### src/pba_pkg.sv
// Shared types and constants for the page bitmap allocator.
// Used by pba_word_scan and page_bitmap_allocator; no dependencies.
package pba_pkg;

  typedef enum logic [2:0] {
    ST_CLEAR,
    ST_IDLE,
    ST_MODIFY,
    ST_SCAN,
    ST_DONE
  } pba_state_t;

  localparam logic CMD_ALLOC = 1'b0;
  localparam logic CMD_FREE  = 1'b1;

  localparam logic REG_PHYS_BASE  = 1'b0;
  localparam logic REG_PAGE_LIMIT = 1'b1;

  localparam logic [1:0] STAT_OK       = 2'd0;
  localparam logic [1:0] STAT_NO_FREE  = 2'd1;
  localparam logic [1:0] STAT_BAD_ADDR = 2'd2;

  localparam logic [31:0] BASE_MASK       = 32'hFFFF_F000;
  localparam logic [31:0] WORD_ALL_USED   = 32'hFFFF_FFFF;
  localparam logic [15:0] COUNT_MAX       = 16'hFFFF;
  localparam logic [15:0] PAGE_LIMIT_RST  = 16'd32768;

  typedef struct packed {
    logic       found;
    logic [4:0] idx;
  } scan_res_t;

endpackage

### src/pba_word_scan.sv
// Finds the lowest free page bit in one bitmap word, skipping masked bits.
// Depends on pba_pkg for the scan result type.
module pba_word_scan (
  input  logic [31:0]          word_i,
  input  logic [31:0]          skip_mask_i,
  output pba_pkg::scan_res_t   res_o
);
  import pba_pkg::*;

  logic [31:0] open_bits;

  assign open_bits = ~(word_i | skip_mask_i);

  always_comb begin
    res_o.found = |open_bits;
    res_o.idx   = '0;
    for (int b = 31; b >= 0; b--) begin
      if (open_bits[b]) begin
        res_o.idx = 5'(b);
      end
    end
  end

endmodule

### config.mk
export PLATFORM = sky130hd
export DESIGN_NAME = pba_word_scan
export DESIGN_NICKNAME = d
export VERILOG_FILES = /design/src/pba_pkg.sv /design/src/pba_word_scan.sv
export SDC_FILE = /design/constraint.sdc
export NUM_CORES = 1
export LEC_CHECK = 0
export ABC_AREA = 1
export BUFFER_PORTS_ARGS = -buffer_cell sky130_fd_sc_hd__buf_4
export CELL_PAD_IN_SITES_DETAIL_PLACEMENT = 2
export CELL_PAD_IN_SITES_GLOBAL_PLACEMENT = 2
export CORE_UTILIZATION = 14
export DETAILED_ROUTE_END_ITERATION = 7
export GPL_ROUTABILITY_DRIVEN = 0
export PLACE_DENSITY_LB_ADDON = 0.1
export SLEW_MARGIN = 30
export SYNTH_ARGS = -nofsm -noshare
export SYNTH_HDL_FRONTEND = slang
export SYNTH_SLANG_ARGS = --single-unit
### constraint.sdc
create_clock -name vclk -period 2.42
set_input_delay 0.121 -clock vclk [all_inputs]
set_output_delay 0.121 -clock vclk [all_outputs]
set_load 0.02 [all_outputs]
==> key figures <==
Outcome
  – Status: finished clean

Timing
  – RSZ-0062 raised after global routing: true
  – Slew @ Worst Pin: 361 ps
  – Setup violators final: 0
  – Final hold viol count: 0
  – Tmin final: 2230 ps
  – Final Max Slew Viols: 0
  – Setup TNS: 0 ps
  – Final worst setup slack: 186 ps
  – Fmax: 448 MHz
  – Slew headroom: 75.7%
  – Crit share post-route: 92.3%

Worst setup path
  – CP startpoint: skip_mask_i[29]
  – Largest stage delay, worst path: 250 ps
  – Crit path DAT: 2110 ps
  – Critical path's slowest cell: or2_4
  – Crit path required time: 2300 ps
  – CP dominant cell by count: nand2_1
  – CP Class: input pin to output port
  – CP startpoint kind: input pin
  – Max FO, Critical Path: 3
  – CP Capture Type: output port

Logic synthesis
  – Register area share after synthesis: 0%
  – Average size of a mapped cell: 4.58 µm²
  – Most frequent cell after synthesis: nand2_1
  – Yosys top cell by area: nand2_1
  – Mapped Area: 642 µm²
  – Syn Nets: 204
  – Cells after Synth: 140
  – Unique masters post-synth: 19
  – Synth cell count leaders: 47 x nand2_1, 39 x nor2_1, 24 x inv_1
  – Yosys top cell area share: 27.5%
  – Synth area leaders: nand2_1 27%, nor2_1 23%, inv_1 14%, bufinv_8 11%, nor2_2 4.9%
  – YS warnings: 0

Global routing
  – Initial antenna violation count: 0
  – GRT Residual Overflow: 0
  – Vias in the first global route: 1140
  – Tot GR Track Use: 10.4%
  – Largest net degree at the start of global routing: 4
  – Global-route wire length before repair: 4450 µm

Placement
  – Buffers on Ports: 70
  – Detailed Place HPWL: 2470 µm
  – Pre-CTS setup slack: 123 ps

Min path
  – Min-delay worst type: input pin to output port
  – Hold Path Depth: 5
  – Hold path start: word_i[1]
  – Worst Hold End: res_o[0]

Floorplan
  – Die Footprint: 0.00486 mm²
  – Effective utilization at floorplan: 14.6%
  – Die Y: 69.7 µm
  – Die Wd: 69.7 µm
  – Total core area: 0.00438 mm²
  – Row count: 24
  – Io pins: 70

Route
  – DR iter-0 viols: 7
  – M1 wire length: 932 µm
  – DR vias: 1058
  – Max layer used: met3
  – Wire per inst: 9.71 µm
  – DR vias/cell: 4.04
  – Pre-Repair DR Iteration Count: 3
  – Metal3 WL: 223 µm
  – Drt total wl: 2540 µm
  – Post-route ant nets: 0
  – Post-route DRC: 0
  – Met2 Wirelength: 1390 µm

Final layout
  – Antenna fix cells: 0
  – Layout cell share with drive strength beyond 1: 41.9%
  – Filler Cell Count: 566
  – Register area: 0 µm²
  – Sequential cells: 0
  – Multi-input logic area: 475 µm²
  – # clk buffers: 0
  – P&R area growth vs syn: 93.4%
  – Final net count: 276

Power and ir drop
  – PD cells: 175 mW/mm²
  – Worst VDD drop: 61.9 µV
  – Static Leak: 0.724 nW

Run
  – Max-capacitance violation count: 0

Clocking
  – Hold_buf cts: 0
  – Cts repair resizes: 0
  – Postcts setup bufs: 0
## layout by cell type, fill, tap and decap left out, types with 2 or more instances in the layout
master     n
nor2_1    38
inv_1     24
nand2_1   46
a31oi_1    2
nor4_1     2
nand2_2    2
nor2_2     6
bufinv_8   4
or2_4      2
nand3_1    2
inv_2      3
a21oi_1    2
buf_4     69
## stage by stage
stage | std cells | area [µm²] | utilization (%) | hold slack [ps] | power (mW)
2_1_floorplan | 140 | 642 | - | 414 | 0.108
3_3_place_gp | 262 | 1230 | 28.1 | 599 | 0.214
3_5_place_dp | 262 | 1230 | 28.1 | 621 | 0.220
4_1_cts | 262 | 1230 | 28.1 | 625 | 0.221
5_1_grt | 262 | 1240 | 28.3 | 635 | 0.245
6_report | 262 | 1240 | 28.3 | 600 | 0.217
## power breakdown
group | internal (mW) | switching [mW]
sequential | 0 | 0
combinational | 0.124 | 0.0933
clock | 0 | 0
## worst max-delay path by stage
stage / to / slack [ps] / cells past startpoint
after floorplan: res_o[0] / 500 / 30
after global placement: res_o[0] / 180 / 32
after detailed placement: res_o[0] / 120 / 31
after CTS: res_o[0] / 110 / 32
after global routing: res_o[0] / -210 / 32
final: res_o[0] / 190 / 32
## layer usage
| layer | global-route usage [%] | vias to the layer above |
|---|---|---|
| met3 | 2.47 | 0 |
| met2 | 21.6 | 38 |
| met1 | 11.1 | 470 |
| met5 | 0 | - |
| li1 | - | 550 |
| met4 | 0 | 0 |
## kinds of logic after synthesis
kind of cell | after synthesis | share of synthesized area, %
AOI/OAI and AO/OA | 9 | 9.16
buffers and inverters | 31 | 26.7
and+or+nand+nor | 100 | 64.1
## worst max-delay path: cells and delay by family
family                 cells  cell delay, ps
buffers and inverters      2             240
AND/OR/NAND/NOR           29            1620
AO/OA/AOI/OAI              1             150
## final cells by class
| class | instances | area share (%) |
|---|---|---|
| Timing Repair Buffer | 70 | 42.6 |
| Multi-Input combinational cell | 109 | 38.3 |
| Tap cell | 52 | 5.24 |
| Inverter | 31 | 13.8 |
(Power assumes the default switching activity.)
